==> src/design/tsm_pkg.sv <==
`default_nettype none

package tsm_pkg;

	// defaults for the top-level parameters
	localparam int GROUP_SIZE_DEF  = 10;
	localparam int SAMPLE_BITS_DEF = 12;

	// sorted positions that enter the mean
	localparam int TRIM_FIRST = 3;
	localparam int TRIM_COUNT = 3;

	// status of the queue between front and back
	typedef struct packed {
		logic full;
		logic empty;
	} tsm_qstat_t;

endpackage

`default_nettype wire

==> src/design/tsm_front.sv <==
`default_nettype none

module tsm_front
	import tsm_pkg::*;
#(
	parameter int GROUP_SIZE  = GROUP_SIZE_DEF,
	parameter int SAMPLE_BITS = SAMPLE_BITS_DEF
) (
	input  wire logic                              clk,
	input  wire logic                              arst_n,
	input  wire logic                              push,
	output logic                                   full,
	input  wire logic [SAMPLE_BITS-1:0]            sample,
	input  wire tsm_qstat_t                        qstat,
	output logic                                   q_push,
	output logic [TRIM_COUNT*SAMPLE_BITS-1:0]      q_data
);

	localparam int CW = $clog2(GROUP_SIZE);

	logic [SAMPLE_BITS-1:0] cell_q [GROUP_SIZE];
	logic [SAMPLE_BITS-1:0] nxt [GROUP_SIZE];
	logic [GROUP_SIZE-1:0]  gt;
	logic [CW-1:0]          count_q;
	logic                   accept;
	logic                   last;

	// hold off while the queue has no room for a finished group
	assign full   = qstat.full;
	assign accept = push && !full;
	assign last   = (count_q == CW'(GROUP_SIZE - 1));

	// find cells above the new word; unfilled cells count as above everything
	always_comb begin
		for (int i = 0; i < GROUP_SIZE; i++) begin
			gt[i] = (CW'(i) >= count_q) || (cell_q[i] > sample);
		end
	end

	// insert the new word, shift the larger ones up by one
	always_comb begin
		for (int i = 0; i < GROUP_SIZE; i++) begin
			if (i > 0 && gt[(i > 0) ? i - 1 : 0]) begin
				nxt[i] = cell_q[(i > 0) ? i - 1 : 0];
			end else if (gt[i]) begin
				nxt[i] = sample;
			end else begin
				nxt[i] = cell_q[i];
			end
		end
	end

	// hand the middle positions of a complete group to the queue
	always_comb begin
		for (int j = 0; j < TRIM_COUNT; j++) begin
			q_data[j*SAMPLE_BITS +: SAMPLE_BITS] = nxt[TRIM_FIRST + j];
		end
	end
	assign q_push = accept && last;

	// store sorted cells
	always_ff @(posedge clk) begin
		if (accept) begin
			for (int i = 0; i < GROUP_SIZE; i++) begin
				cell_q[i] <= nxt[i];
			end
		end
	end

	// advance the fill count, wrap at the end of a group
	always_ff @(posedge clk or negedge arst_n) begin
		if (!arst_n) begin
			count_q <= '0;
		end else if (accept) begin
			count_q <= last ? '0 : count_q + 1'b1;
		end
	end

	a_count_range: assert property (@(posedge clk) disable iff (!arst_n)
		{1'b0, count_q} < (CW+1)'(GROUP_SIZE)) else $error("fill count out of range");

	a_wrap: assert property (@(posedge clk) disable iff (!arst_n)
		q_push |=> count_q == '0) else $error("fill count did not wrap");

	a_no_overrun: assert property (@(posedge clk) disable iff (!arst_n)
		q_push |-> !qstat.full) else $error("queue written while full");

endmodule

`default_nettype wire

==> src/design/tsm_queue.sv <==
`default_nettype none

module tsm_queue
	import tsm_pkg::*;
#(
	parameter int WIDTH = TRIM_COUNT * SAMPLE_BITS_DEF
) (
	input  wire logic             clk,
	input  wire logic             arst_n,
	input  wire logic             wr_en,
	input  wire logic [WIDTH-1:0] wr_data,
	input  wire logic             rd_en,
	output logic      [WIDTH-1:0] rd_data,
	output tsm_qstat_t            qstat
);

	logic [WIDTH-1:0] ent_q [2];
	logic             wr_ptr_q;
	logic             rd_ptr_q;
	logic [1:0]       cnt_q;
	logic             do_wr;
	logic             do_rd;

	assign qstat.full  = (cnt_q == 2'd2);
	assign qstat.empty = (cnt_q == 2'd0);
	assign do_wr       = wr_en && !qstat.full;
	assign do_rd       = rd_en && !qstat.empty;
	assign rd_data     = ent_q[rd_ptr_q];

	// store one word
	always_ff @(posedge clk) begin
		if (do_wr) begin
			ent_q[wr_ptr_q] <= wr_data;
		end
	end

	// advance pointers and occupancy
	always_ff @(posedge clk or negedge arst_n) begin
		if (!arst_n) begin
			wr_ptr_q <= 1'b0;
			rd_ptr_q <= 1'b0;
			cnt_q    <= 2'd0;
		end else begin
			if (do_wr) begin
				wr_ptr_q <= ~wr_ptr_q;
			end
			if (do_rd) begin
				rd_ptr_q <= ~rd_ptr_q;
			end
			case ({do_wr, do_rd})
				2'b10:   cnt_q <= cnt_q + 2'd1;
				2'b01:   cnt_q <= cnt_q - 2'd1;
				default: cnt_q <= cnt_q;
			endcase
		end
	end

	a_count_ok: assert property (@(posedge clk) disable iff (!arst_n)
		cnt_q != 2'd3) else $error("queue occupancy out of range");

	a_ptr_match: assert property (@(posedge clk) disable iff (!arst_n)
		(cnt_q == 2'd0 || cnt_q == 2'd2) |-> wr_ptr_q == rd_ptr_q)
		else $error("queue pointers disagree with occupancy");

	a_ptr_split: assert property (@(posedge clk) disable iff (!arst_n)
		cnt_q == 2'd1 |-> wr_ptr_q != rd_ptr_q)
		else $error("queue pointers disagree with occupancy");

endmodule

`default_nettype wire

==> src/design/tsm_back.sv <==
`default_nettype none

module tsm_back
	import tsm_pkg::*;
#(
	parameter int SAMPLE_BITS = SAMPLE_BITS_DEF
) (
	input  wire logic                              clk,
	input  wire logic                              arst_n,
	input  wire tsm_qstat_t                        qstat,
	input  wire logic [TRIM_COUNT*SAMPLE_BITS-1:0] q_data,
	output logic                                   q_pop,
	input  wire logic                              pop,
	output logic                                   empty,
	output logic [SAMPLE_BITS-1:0]                 filtered
);

	localparam int SW = SAMPLE_BITS + 2;
	localparam int K  = SW + 2;
	localparam logic [K-1:0] RECIP = K'((2 ** K) / TRIM_COUNT);

	logic                   adv;
	logic                   v_s1;
	logic                   v_s2;
	logic                   out_v_q;
	logic [SW-1:0]          sum_s1;
	logic [SW-1:0]          sum_s2;
	logic [SW-1:0]          quot_s2;
	logic [SW-1:0]          sum_in;
	logic [SW+K-1:0]        prod;
	logic [SW+1:0]          three_q;
	logic [SW+1:0]          rem;
	logic [SW-1:0]          quot_fix;
	logic [SAMPLE_BITS-1:0] out_q;

	// move the whole pipe when the output slot frees
	assign adv   = !out_v_q || pop;
	assign q_pop = adv && !qstat.empty;

	// add the middle three sorted words
	always_comb begin
		sum_in = '0;
		for (int j = 0; j < TRIM_COUNT; j++) begin
			sum_in = sum_in + SW'(q_data[j*SAMPLE_BITS +: SAMPLE_BITS]);
		end
	end

	// estimate the quotient by the reciprocal, low by at most one
	assign prod = SW'(sum_s1) * RECIP;

	// correct the estimate with one compare
	assign three_q  = (SW+2)'(quot_s2) * (SW+2)'(TRIM_COUNT);
	assign rem      = (SW+2)'(sum_s2) - three_q;
	assign quot_fix = (rem >= (SW+2)'(TRIM_COUNT)) ? quot_s2 + 1'b1 : quot_s2;

	// payload stages
	always_ff @(posedge clk) begin
		if (adv) begin
			sum_s1  <= sum_in;
			sum_s2  <= sum_s1;
			quot_s2 <= prod[K +: SW];
			out_q   <= quot_fix[SAMPLE_BITS-1:0];
		end
	end

	// valid flags
	always_ff @(posedge clk or negedge arst_n) begin
		if (!arst_n) begin
			v_s1    <= 1'b0;
			v_s2    <= 1'b0;
			out_v_q <= 1'b0;
		end else if (adv) begin
			v_s1    <= !qstat.empty;
			v_s2    <= v_s1;
			out_v_q <= v_s2;
		end
	end

	assign empty    = !out_v_q;
	assign filtered = out_q;

	a_quot_exact: assert property (@(posedge clk) disable iff (!arst_n)
		v_s2 |-> (three_q <= (SW+2)'(sum_s2)) && (rem < (SW+2)'(2 * TRIM_COUNT)))
		else $error("reciprocal estimate off by more than one");

	a_pop_source: assert property (@(posedge clk) disable iff (!arst_n)
		q_pop |-> adv) else $error("queue read while pipe stalled");

endmodule

`default_nettype wire

==> src/design/touch_sample_trimmed_mean.sv <==
// A closed group enters the queue, then the sum, estimate and result registers.
// Throughput: one sample per cycle while the queue is not full; one result per group.
// The rate is set by the insertion sorter, which places each sample on arrival.
// Reset clears the fill count, the queue occupancy and the pipe valid flags;
// the sorter cells hold no reset value and are rewritten by every group.
`default_nettype none

module touch_sample_trimmed_mean
	import tsm_pkg::*;
#(
	parameter int GROUP_SIZE  = GROUP_SIZE_DEF,
	parameter int SAMPLE_BITS = SAMPLE_BITS_DEF
) (
	input  wire logic                   clk,
	input  wire logic                   arst_n,
	input  wire logic                   push,
	output logic                        full,
	input  wire logic [SAMPLE_BITS-1:0] sample,
	output logic                        empty,
	input  wire logic                   pop,
	output logic      [SAMPLE_BITS-1:0] filtered
);

	localparam int QW = TRIM_COUNT * SAMPLE_BITS;

	tsm_qstat_t    qstat;
	logic          q_push;
	logic          q_pop;
	logic [QW-1:0] q_wdata;
	logic [QW-1:0] q_rdata;

	// sort samples as they arrive
	tsm_front #(
		.GROUP_SIZE  (GROUP_SIZE),
		.SAMPLE_BITS (SAMPLE_BITS)
	) u_front (
		.clk    (clk),
		.arst_n (arst_n),
		.push   (push),
		.full   (full),
		.sample (sample),
		.qstat  (qstat),
		.q_push (q_push),
		.q_data (q_wdata)
	);

	// hold finished groups
	tsm_queue #(
		.WIDTH (QW)
	) u_queue (
		.clk     (clk),
		.arst_n  (arst_n),
		.wr_en   (q_push),
		.wr_data (q_wdata),
		.rd_en   (q_pop),
		.rd_data (q_rdata),
		.qstat   (qstat)
	);

	// average the middle words
	tsm_back #(
		.SAMPLE_BITS (SAMPLE_BITS)
	) u_back (
		.clk      (clk),
		.arst_n   (arst_n),
		.qstat    (qstat),
		.q_data   (q_rdata),
		.q_pop    (q_pop),
		.pop      (pop),
		.empty    (empty),
		.filtered (filtered)
	);

endmodule

`default_nettype wire

==> config.mk <==
export PLATFORM = sky130hd
export DESIGN_NAME = touch_sample_trimmed_mean
export DESIGN_NICKNAME = d
export VERILOG_FILES = /design/src/design/tsm_pkg.sv /design/src/design/tsm_front.sv /design/src/design/tsm_queue.sv /design/src/design/tsm_back.sv /design/src/design/touch_sample_trimmed_mean.sv
export SDC_FILE = /design/constraint.sdc
export NUM_CORES = 1
export LEC_CHECK = 0
export BUFFER_PORTS_ARGS = -buffer_cell sky130_fd_sc_hd__buf_2
export CORE_UTILIZATION = 60
export CTS_BUF_LIST = sky130_fd_sc_hd__clkbuf_4
export CTS_CLUSTER_DIAMETER = 120
export CTS_CLUSTER_SIZE = 30
export DETAILED_ROUTE_END_ITERATION = 10
export GPL_TIMING_DRIVEN = 0
export PLACE_DENSITY = 0.81
export SLEW_MARGIN = 5
export SYNTH_ARGS = -nofsm -noshare
export SYNTH_HDL_FRONTEND = slang
export SYNTH_HIERARCHICAL = 1
export SYNTH_SLANG_ARGS = --single-unit
==> constraint.sdc <==
create_clock -name clk -period 7.9 [get_ports clk]
set_clock_uncertainty 0.15 [all_clocks]
set_input_delay 0 -clock clk [delete_from_list [all_inputs] [get_ports clk]]
set_output_delay 0 -clock clk [all_outputs]
set_load 0.005 [all_outputs]
Word level (Yosys, flattened, before mapping). Memories as Yosys holds them, arrays and structs flattened. Cells that the tools add are included.

$mul: 2. Muxes and demuxes: 26. Add/subtract/negate cells: 7. $lt $le $gt $ge: 21. Bitwise operators: 2. Eq/ne operators: 4. Reductions and logical operators: 21.

Operators with widths (count): two-way mux 12 bit (20); greater-than comparator 12 bit (10); multiplier 14 x 15 -> 29 bit (second input constant) (1); >= comparator 16 x 2 -> 1 bit (second input constant) (1); >= comparator 3 x 4 -> 1 bit (first input constant) (4); subtractor 14 x 16 -> 16 bit (1); multiplier 13 x 2 -> 15 bit (second input constant) (1); adder 14 x 12 -> 14 bit (1); adder 12 x 12 -> 13 bit (1); adder 12 x 1 -> 12 bit (second input constant) (1); logical OR 1 bit (11); >= comparator 1 x 4 -> 1 bit (first input constant) (2); >= comparator 2 x 4 -> 1 bit (first input constant) (2); >= comparator 4 bit (first input constant) (2); logical AND 1 bit (5); adder 4 x 1 -> 4 bit (second input constant) (1); equality test 2 bit (second input constant) (2); equality test 4 bit (second input constant) (1); two-way mux 1 bit (4); two-way mux 4 bit (1); one-hot mux 2 bit (2 select lines) (1); logical NOT 1 bit (3); adder 2 x 1 -> 2 bit (second input constant) (1); equality test 2 x 1 -> 1 bit (second input constant) (1); 4 further kinds (5).

Register bits: 64. Word-level logic and storage cells: 96. RAM bits: 192. Bits of input ports: 16. Output and inout port bits: 14. Memories: 2.

Memory list: u_front.cell_q (words 10, bits a word 12, read ports 10, clocked after memory_dff 0, wr ports 10, line tsm_front.sv:21) `logic [SAMPLE_BITS-1:0] cell_q [GROUP_SIZE];`; u_queue.ent_q (words 2, bits a word 36, read ports 1, clocked after memory_dff 0, wr ports 1, line tsm_queue.sv:17) `logic [WIDTH-1:0] ent_q [2];`.

Depth between registers and ports, before layout. Gate-level depths: netlist of the first run.

Depth in word-level cells: 7. Depth in mapped cells: 19. Depth with buffers taken out: 19.

By module. Netlist of the first run, hierarchy kept.

Modules (own cells, without submodules): tsm_back (times used 1, seq. area each 1666.6 um^2, cells an instance 594, area each 6532.5 um^2); tsm_front (times used 1, seq. area each 2262.2 um^2, cells an instance 525, area each 5698.0 um^2); tsm_queue (times used 1, seq. area each 2262.2 um^2, cells an instance 130, area each 2944.1 um^2).

Worst setup path after synthesis of the first run. No wires, ideal clock.

Kind: flip-flop to flip-flop. From: reg u_back.sum_s1[10]. To: reg u_back.quot_s2[12], data pin. Buffers on the path: 0. Clock period less this slack: 5367 ps. Data arrival time: 4951 ps. Setup slack: 2533 ps. Setup time: 266 ps. Stages on the path, launching flop included: 19. Data required time: 7484 ps. Cell sequence: edfxtp_1 ha_1 inv_1 fa_1 fa_1 inv_1 fa_1 inv_1 fa_1 inv_1 ha_1 ha_1 a22oi_1 nand3_1 or2_1 a32o_1 a21o_1 a211oi_1 o22ai_1.

Cells in the longest elaborated chain, start to end: 1.

Ends and longest elaborated chain: from (decl) (line tsm_back.sv:26) `logic [SW-1:0] sum_s1;`; from (signal assigned) (line tsm_back.sv:59) `sum_s1 <= sum_in;`; multiplier 14 x 15 -> 29 bit (line tsm_back.sv:49) `assign prod = SW'(sum_s1) * RECIP;`; named net u_back.prod[28] (line tsm_back.sv:30) `logic [SW+K-1:0] prod;`; to (signal assigned) (line tsm_back.sv:61) `quot_s2 <= prod[K +: SW];`; to (decl) (line tsm_back.sv:28) `logic [SW-1:0] quot_s2;`.

The timed path passes the listed nets, and every way through them passes these cells. A chain may end at the register's enable or synchronous reset.

Final worst setup path of the first run.
From: reg u_back.sum_s1[8]. To: reg u_back.quot_s2[12], data pin.

Same word-level chain as after synthesis.

==> qor.yml, run 1 <==
synthFlopType: "edfxtp_1"
yosysWarnings: 6
wl_per_cell_um: 18.77
first_global_vias: 10540
coreArea_mm2: 0.02453
htree_levels: 1
num_vias: 9941
synth.most_common_cell: "ha_1"
rsz0062_at_grt: "no"
hpwl_um: 24480
seq_area_frac_synth_pct: 40.80
cts_buffer_depth: 3
use_met1_pct: 27.73
fmax_mhz: 166.6
async_reset_ff_share_pct: 5.288
syn2layout_area_growth_pct: 6.439
drt_iter0_markers: 722
gr-total-overflow: 0
synth_seq_cells: 208
synth_top_area_share_pct: 38.98
top_usage_layer: "met2"
fillers: 1817
synthAdderAreaFrac_pct: 24.77
r2r_start: "u_back/sum_s1[8]"
hp-class: "in2reg"
synthMuxAreaShare_pct: 5.310
ff2ff_setup_slack_ns: 1.90
cts_tree: "built"
required_ns: 8.22
holdPathEnd: "u_back/v_s1"
synth_edf_count: 197
cpMaxStageDelayCell: "fa_1"
worstPathCellList: "ha_1 > inv_1 > fa_1 > fa_1 > inv_1 > fa_1 > inv_1 > fa_1 > inv_1 > ha_1 > ha_1 > a22oi_1 > nand3_1 > or2_1 > a32o_1 > a21o_1 > a211oi_1 > o22ai_1"
use_met3_pct: 2.363
grt_first_pass_wirelength_um: 51010
grt_use_total_pct: 24.65
worstHoldPathCells: 4
tightest_slew_ns: 1.288
first_pass_iters: 5
drv_cap: 0
synth_area_mm2: 0.01517
synth-simple-area-share_pct: 7.734
clock-root-buffer: "clkbuf_4"
slew_headroom_pct: 14.15
ios: 30
synth_top_family_by_area: "adder cells"
fin_crit_sh_pct: 75.98
syn_nets: 1527
finalHoldViolations: 0
period_minus_slack_ns: 6.002
setup_viol: 0
initial_core_util_pct: 61.85
cts.sink_count: 208
die-area_mm2: 0.02593
maxSlewViolCount: 0
die_width_um: 161.0
synth_top_cell_by_area: "edfxtp_1"
cts_setup_buffers: 0
die_h_um: 161.0
arrival_ns: 6.32
cp_max_fo: 6
viasPerCell: 6.039
postSynthCellCount: 1249
met2_usage_pct: 46.55
endpoint_kind: "flop"
yosys-top-cells-area: "edfxtp_1, ha_1, fa_1, inv_1, mux2_4"
synth-compound-area-share_pct: 12.38
clk_latency_ns: 0.67
synth_xor_area_share_pct: 2.366
reg2regPathDepth: 18
critPathKind: "reg2reg"
layout-drive-gt1-share_pct: 15.06
clkSlewWorstSetupHoldPaths_ns: 0.28
netlist_top_cells_count: "ha_1, edfxtp_1, inv_1"
wirelength_um: 30900
r2r-end: "u_back/quot_s2[12]"
antenna_found_initial: 2
gp_congestion: 0.9112
cts_made_buffers: 10
portBuffers: 29
synth.distinct_cells: 87
fin_nets: 1597
remaining_drc_errors: 0
avgSynthCellArea_um2: 12.15
rows: 57
ant_nets: 0
min_from: "pop"
grt_max_degree: 47
startpoint_type: "flop"
critical_path.max_stage_delay_ns: 0.62
tns_ns: 0
status: "finished, final reports clean"
[cells by family (layout without fill, tap and decap cells)]
logic type,Yosys count,after routing
multiplexers,62,62
XOR/XNOR,41,41
adder cells (fa/ha/maj),262,262
flip-flops,208,208
AO/OA/AOI/OAI,273,273
other,0,1
buffers and inverters,195,267
AND/OR/NAND/NOR,208,208
[repair_timing]
| item | in CTS | in global routing |
|---|---|---|
| hold endpoints to repair | 203 | 0 |
| resized for setup | 0 | 0 |
| hold buffers | 27 | 0 |
[through the flow]
stage | hold slack [ns] | cell area, um2 | worst slack (ns) | utilization [%] | cells
floorplan | -0.4456 | 15170 | 2.533 | - | 1249
global placement | -0.2732 | 15730 | 1.984 | 64.10 | 1602
detailed placement | -0.2665 | 15770 | 1.928 | 64.30 | 1604
CTS | 0.05841 | 16150 | 1.884 | 65.83 | 1645
global route | 0.06121 | 16150 | 1.623 | 65.84 | 1646
finish | 0.08485 | 16150 | 1.898 | 65.84 | 1646
[flip-flops by register name (all words and copies together), names as in the netlist]
register and cells:
u_back/filtered 12, u_queue/rd_ptr_q 1, u_back/v_s2 1, u_back/sum_s1 14, u_back/quot_s2 13, u_queue/ent_q 72, u_back/v_s1 1, u_front/cell_q 72
u_queue/wr_ptr_q 1, u_front/count_q 4, u_back/out_v_q 1, u_queue/cnt_q 2, u_back/sum_s2 14
[critical path, delay by kind of cell (launching register included)]
kind	cells	cell delay, ns
AOI/OAI and AO/OA	5	1.15
adders and majority gates	7	3.25
and+or+nand+nor	2	0.37
DFF	1	0.57
buffers and inverters	4	0.33
[cell usage in the layout, fill, tap and decap left out, types with 5 or more instances in the layout]
| cell | synthesis | final |
|---|---|---|
| edfxtp_1 | 197 | 197 |
| nor2b_1 | 15 | 15 |
| nand4_1 | 24 | 24 |
| dfrtp_1 | 11 | 11 |
| nand3b_1 | 13 | 13 |
| a31oi_1 | 26 | 26 |
| or3_1 | 7 | 7 |
| clkbuf_4 | 0 | 14 |
| mux2_2 | 24 | 24 |
| a21oi_1 | 72 | 72 |
| fa_1 | 64 | 64 |
| buf_4 | 39 | 39 |
| xor2_1 | 11 | 11 |
| a21o_1 | 20 | 20 |
| nand2b_1 | 5 | 5 |
| buf_12 | 3 | 5 |
| nand2_1 | 28 | 28 |
| o21ai_0 | 58 | 58 |
| buf_2 | 8 | 37 |
| a211oi_1 | 9 | 9 |
| xnor2_1 | 30 | 30 |
| mux2_4 | 29 | 29 |
| o21a_1 | 7 | 7 |
| dlygate4sd3_1 | 0 | 27 |
| mux2_1 | 8 | 8 |
| clkbuf_1 | 11 | 11 |
| nand3_1 | 19 | 19 |
| o211ai_1 | 7 | 7 |
| buf_6 | 8 | 8 |
| nor2_1 | 45 | 44 |
| ha_1 | 198 | 198 |
| a311oi_1 | 13 | 13 |
| o21bai_1 | 5 | 5 |
| nor3_1 | 11 | 11 |
| inv_1 | 125 | 123 |
| a2bb2oi_1 | 12 | 12 |
[layout make-up]
type / count / area [um2] / area share (%)
Multi-Input combinational cell: 846 / 7985 / 49.44
Buffer: 70 / 538.0 / 3.331
Timing Repair Buffer: 58 / 455.4 / 2.820
Clock buffer: 14 / 105.1 / 0.6507
Antenna cell: 1 / 2.502 / 0.01549
Sequential cell: 208 / 6191 / 38.33
Tap cell: 324 / 405.4 / 2.510
Inverter: 125 / 469.2 / 2.905
[per-layer routing]
metal	up-vias	routed length, um
li1	4736	-
met1	4816	11880
met2	295	16500
met3	92	1115
met4	2	1383
met5	-	13
[worst max-delay path by stage]
stage / start / end
CTS: u_back/sum_s1[8] / u_back/quot_s2[12]
global route: u_back/sum_s1[8] / u_back/quot_s2[12]
finish: u_back/sum_s1[8] / u_back/quot_s2[12]
global placement: u_queue/cnt_q[0] / u_queue/ent_q[0][10]
floorplan: u_back/sum_s1[10] / u_back/quot_s2[12]
detailed placement: u_back/sum_s1[8] / u_back/quot_s2[12]
Power of run 1 is left out: the tool's default activity adds up to more than one toggle a clock period on the data nets, which glitch-free logic cannot reach.
==> run 2, diff against run 1 <==
==> constraint.sdc (replaced) <==
create_clock -name clk -period 5.87 [get_ports clk]
set_clock_uncertainty 0.15 [all_clocks]
set_input_delay 0 -clock clk [delete_from_list [all_inputs] [get_ports clk]]
set_output_delay 0 -clock clk [all_outputs]
set_load 0.005 [all_outputs]
==> run 2 against run 1 <==
Net effect: wire length is 1.2% higher; critical endpoint unchanged; worst hold slack better by 0.0020 ns; critical path type unchanged; register-to-register slack worse by 1.7 ns; design area is 0.64% higher; worst setup slack worse by 1.7 ns; largest cell class unchanged; final cell count is 0.55% higher; sequential share of layout area is 0.24 points lower.
==> qor.yml, run 2 (same netlist as run 1, synthesis figures left out) <==
r2r_start: "u_back/sum_s1[10]"
antenna_found_initial: 2
required_ns: 6.19
wirelength_um: 31250
first_pass_iters: 5
hpwl_um: 24480
clk_latency_ns: 0.68
endpoint_kind: "flop"
cts.sink_count: 208
ant_nets: 0
status: "finished, final reports clean"
hp-class: "in2reg"
grt_use_total_pct: 24.74
period_minus_slack_ns: 5.651
htree_levels: 1
tightest_slew_ns: 1.282
drt_iter0_markers: 716
ios: 30
coreArea_mm2: 0.02453
fin_crit_sh_pct: 96.26
viasPerCell: 6.057
postLayoutSetupSlackWorst_ns: 0.2195
rows: 57
setup_viol: 0
startpoint_type: "flop"
die_h_um: 161.0
dp_slack_ns: -0.1017
holdPathEnd: "u_front/cell_q[1][8]"
cts_made_buffers: 10
whs_ns: 0.08684
min_from: "sample[8]"
syn2layout_area_growth_pct: 7.116
fin_nets: 1606
worstHoldPathCells: 3
place_area_mm2: 0.01577
gp_congestion: 0.9112
layout-drive-gt1-share_pct: 16.17
ff2ff_setup_slack_ns: 0.22
maxSlewViolCount: 0
gr-total-overflow: 0
portBuffers: 29
drv_cap: 0
num_vias: 10020
largestRegisters: "u_front/cell_q: 72 flops, u_queue/ent_q: 72 flops"
grt_max_degree: 47
cp_max_fo: 6
fin_area_mm2: 0.01625
fmax_mhz: 177.0
clock-root-buffer: "clkbuf_4"
reg2regPathDepth: 16
wl_per_cell_um: 18.88
r2r-end: "u_back/quot_s2[12]"
die-area_mm2: 0.02593
cts_buffer_depth: 3
critPathKind: "reg2reg"
cts_tree: "built"
slew_headroom_pct: 14.53
first_global_vias: 10550
finalHoldViolations: 0
utilization_pct: 66.25
arrival_ns: 5.97
remaining_drc_errors: 0
die_width_um: 161.0
initial_core_util_pct: 61.85
grt_first_pass_wirelength_um: 51130
final_cell_mix: "ha_1, edfxtp_1, inv_1"
clkSlewWorstSetupHoldPaths_ns: 0.28
[run 2: critical path: stages (launching register included)]
cell      delay (ns)
edfxtp_1        0.54
ha_4            0.34
inv_1           0.06
fa_1            0.55
fa_2            0.50
fa_1            0.54
inv_1           0.05
fa_1            0.53
fa_1            0.43
ha_1            0.36
a22oi_2         0.21
nand3_1         0.09
or2_1           0.25
a32o_2          0.33
a21o_1          0.23
a211oi_2        0.19
o22ai_1         0.10
[run 2: how the worst max path moves through the flow]
stage,start,end,slack [ns],depth (start not counted)
after floorplan,u_back/sum_s1[10],u_back/quot_s2[12],0.50,18
after global placement,u_queue/cnt_q[0],u_queue/ent_q[0][10],-0.05,8
after detailed placement,u_back/sum_s1[8],u_back/quot_s2[12],-0.10,18
after CTS,u_back/sum_s1[10],u_back/quot_s2[12],0.02,18
after global routing,u_back/sum_s1[7],u_back/quot_s2[12],-0.01,16
final,u_back/sum_s1[10],u_back/quot_s2[12],0.22,16
[run 2: stage by stage]
step / instances / TNS, ns
after detailed placement: 1604 / -0.1668
final: 1655 / 0
after floorplan: 1249 / 0
after global placement: 1602 / -1.428
after global routing: 1655 / -0.01782
after CTS: 1648 / 0
[run 2: layer usage]
layer / up-vias / wire length, um / global-route usage [%]
li1: 4747 / - / -
met2: 306 / 16620 / 46.67
met1: 4871 / 11980 / 27.73
met5: - / 13 / 0
met3: 98 / 1178 / 2.363
met4: 2 / 1461 / 12.26
[run 2: repair_timing]
action	CTS	global route
hold endpoints to repair	203	0
setup buffers	3	6
pin swaps	0	1
gates resized for setup	1	7
hold buffers	27	0
endpoints found under the setup margin	3	7
[run 2: layout make-up]
class / instances / area, um2
Fill cell: 1795 / 8279
Multi-Input combinational cell: 846 / 8020
Sequential cell: 208 / 6191
Buffer: 70 / 538.0
Timing Repair Buffer: 67 / 523.0
Inverter: 125 / 469.2
Tap cell: 324 / 405.4
Clock buffer: 14 / 105.1
Antenna cell: 1 / 2.502
Power of run 2 is left out for the same reason.
==> run 3, diff against run 2 <==
--- a/config.mk
+++ b/config.mk
@@ -12,7 +12,7 @@
 export CTS_CLUSTER_SIZE = 30
 export DETAILED_ROUTE_END_ITERATION = 10
 export GPL_TIMING_DRIVEN = 0
-export PLACE_DENSITY = 0.81
+export PLACE_DENSITY = 0.84
 export SLEW_MARGIN = 5
 export SYNTH_ARGS = -nofsm -noshare
 export SYNTH_HDL_FRONTEND = slang
==> constraint.sdc (replaced) <==
create_clock -name clk -period 5.13 [get_ports clk]
set_clock_uncertainty 0.15 [all_clocks]
set_input_delay 0 -clock clk [delete_from_list [all_inputs] [get_ports clk]]
set_output_delay 0 -clock clk [all_outputs]
set_load 0.005 [all_outputs]
==> run 3 against run 2 <==
Net effect: highest routed layer is now met4; critical path depth did not move; sequential share of layout area fell by 0.69 points; largest cell class unchanged; wire length rose by 2.8%; worst setup slack got worse by 0.45 ns; non-clock buffer count rose by 13; design area rose by 1.8%; register-to-register slack got worse by 0.45 ns; the run now ends with setup timing left.
==> qor.yml, run 3 (same netlist as run 1, synthesis figures left out) <==
largestRegisters: "u_front/cell_q: 72 flops, u_queue/ent_q: 72 flops"
whs_ns: 0.05710
cts.sink_count: 208
worstPathCellList: "ha_4 > inv_2 > fa_1 > fa_1 > fa_1 > inv_2 > fa_1 > fa_1 > ha_4 > a22oi_2 > nand3_1 > or2_4 > a32o_2 > a21o_4 > and2_4 > a211oi_2"
drt_iter0_markers: 718
remaining_drc_errors: 0
viasPerCell: 6.101
ff2ff_setup_slack_ns: -0.23
clk_latency_ns: 0.71
cts_made_buffers: 10
gp_congestion: 0.9027
cp_max_fo: 5
first_global_vias: 10310
coreArea_mm2: 0.02453
startpoint: "u_back/sum_s1[10]"
num_vias: 10180
hpwl_um: 24600
fmax_mhz: 186.4
status: "complete, but fails checks"
endpoint_kind: "flop"
startpoint_type: "flop"
slew_headroom_pct: 16.69
layout-drive-gt1-share_pct: 19.42
cts_tree: "built"
ant_nets: 0
syn2layout_area_growth_pct: 9.094
drv_cap: 0
die_h_um: 161.0
violations: "setup timing"
cpMaxStageDelayCell: "edfxtp_1"
first_pass_iters: 5
reg2regPathDepth: 16
gr-total-overflow: 0
dp_slack_ns: -0.4996
maxSlewViolCount: 0
setup_viol: 9
die-area_mm2: 0.02593
fin_nets: 1619
tns_ns: -1.481
tightest_slew_ns: 1.250
critPathKind: "reg2reg"
postLayoutSetupSlackWorst_ns: -0.2340
cp-endpoint: "u_back/quot_s2[11]"
fin_crit_sh_pct: 104.6
cts_buffer_depth: 3
final_cell_mix: "edfxtp_1, ha_1, inv_1"
htree_levels: 1
die_width_um: 161.0
wl_per_cell_um: 19.24
grt_use_total_pct: 25.09
critical_path.max_stage_delay_ns: 0.55
antenna_found_initial: 1
wirelength_um: 32110
clkSlewWorstSetupHoldPaths_ns: 0.32
worstHoldPathCells: 3
hp-class: "in2reg"
rsz0062_at_grt: "yes"
arrival_ns: 5.75
initial_core_util_pct: 61.85
required_ns: 5.52
layout_commonest_cell: "edfxtp_1"
finalHoldViolations: 0
grt_max_degree: 42
rows: 57
period_minus_slack_ns: 5.364
ios: 30
crit_top_cell: "fa_1"
r2r-end: "u_back/quot_s2[11]"
clock-root-buffer: "clkbuf_4"
grt_first_pass_wirelength_um: 51540
r2r_start: "u_back/sum_s1[10]"
portBuffers: 29
-- run 3: changes by cell type in the layout (fill, tap and decap cells not counted), sizes merged --
cell,delta
dlygate4sd3,+1
clkinv,+1
buf,+12
-- run 3: routing by layer --
metal	vias up	GRT usage (%)	share of wire, %
met3	65	2.594	4.1
met1	5023	28.84	39
met5	-	0	0
met2	321	47.12	53
li1	4773	-	-
met4	0	10.81	4.1
-- run 3: worst min path at each step --
stage | start | endpoint | slack (ns)
after floorplan | arst_n | u_back/out_v_q | -0.45
after global placement | arst_n | u_front/count_q[0] | -0.28
after detailed placement | arst_n | u_front/count_q[0] | -0.27
after CTS | sample[8] | u_front/cell_q[1][8] | 0.02
after global routing | sample[0] | u_front/cell_q[0][0] | 0.03
final | sample[3] | u_front/cell_q[1][3] | 0.06
-- run 3: critical path, delay by kind of cell (launching register included) --
| family | cells | cell delay (ns) |
|---|---|---|
| flops | 1 | 0.55 |
| buf+inv | 2 | 0.08 |
| compound gates | 4 | 0.89 |
| fa+ha+maj | 7 | 3.07 |
| simple gates | 3 | 0.51 |
-- run 3: cell type report --
class	instances	area, um2
multi-input cells	846	8217
fillers	1744	7979
flip-flops and latches	208	6191
repair buffers	80	623.1
plain buffers	70	538.0
inverters	125	469.2
well taps	324	405.4
clock buffers	14	105.1
clock inverters	1	3.754
diodes	1	2.502
-- run 3: metrics by stage --
step	std cells	util [%]	instance area, um2
finish	1669	67.48	16550
global route	1669	67.48	16550
CTS	1663	66.86	16400
detailed placement	1604	64.63	15860
global placement	1602	64.43	15810
floorplan	1249	-	15260
-- run 3: repair_timing --
action / in CTS / in global routing
hold buffers: 28 / 0
resized for setup: 14 / 22
endpoints found under the hold margin: 214 / 0
pin swaps: 19 / 17
setup endpoints to repair: 13 / 13
cloned: 0 / 0
setup buffers: 16 / 5
Power of run 3 is left out for the same reason.
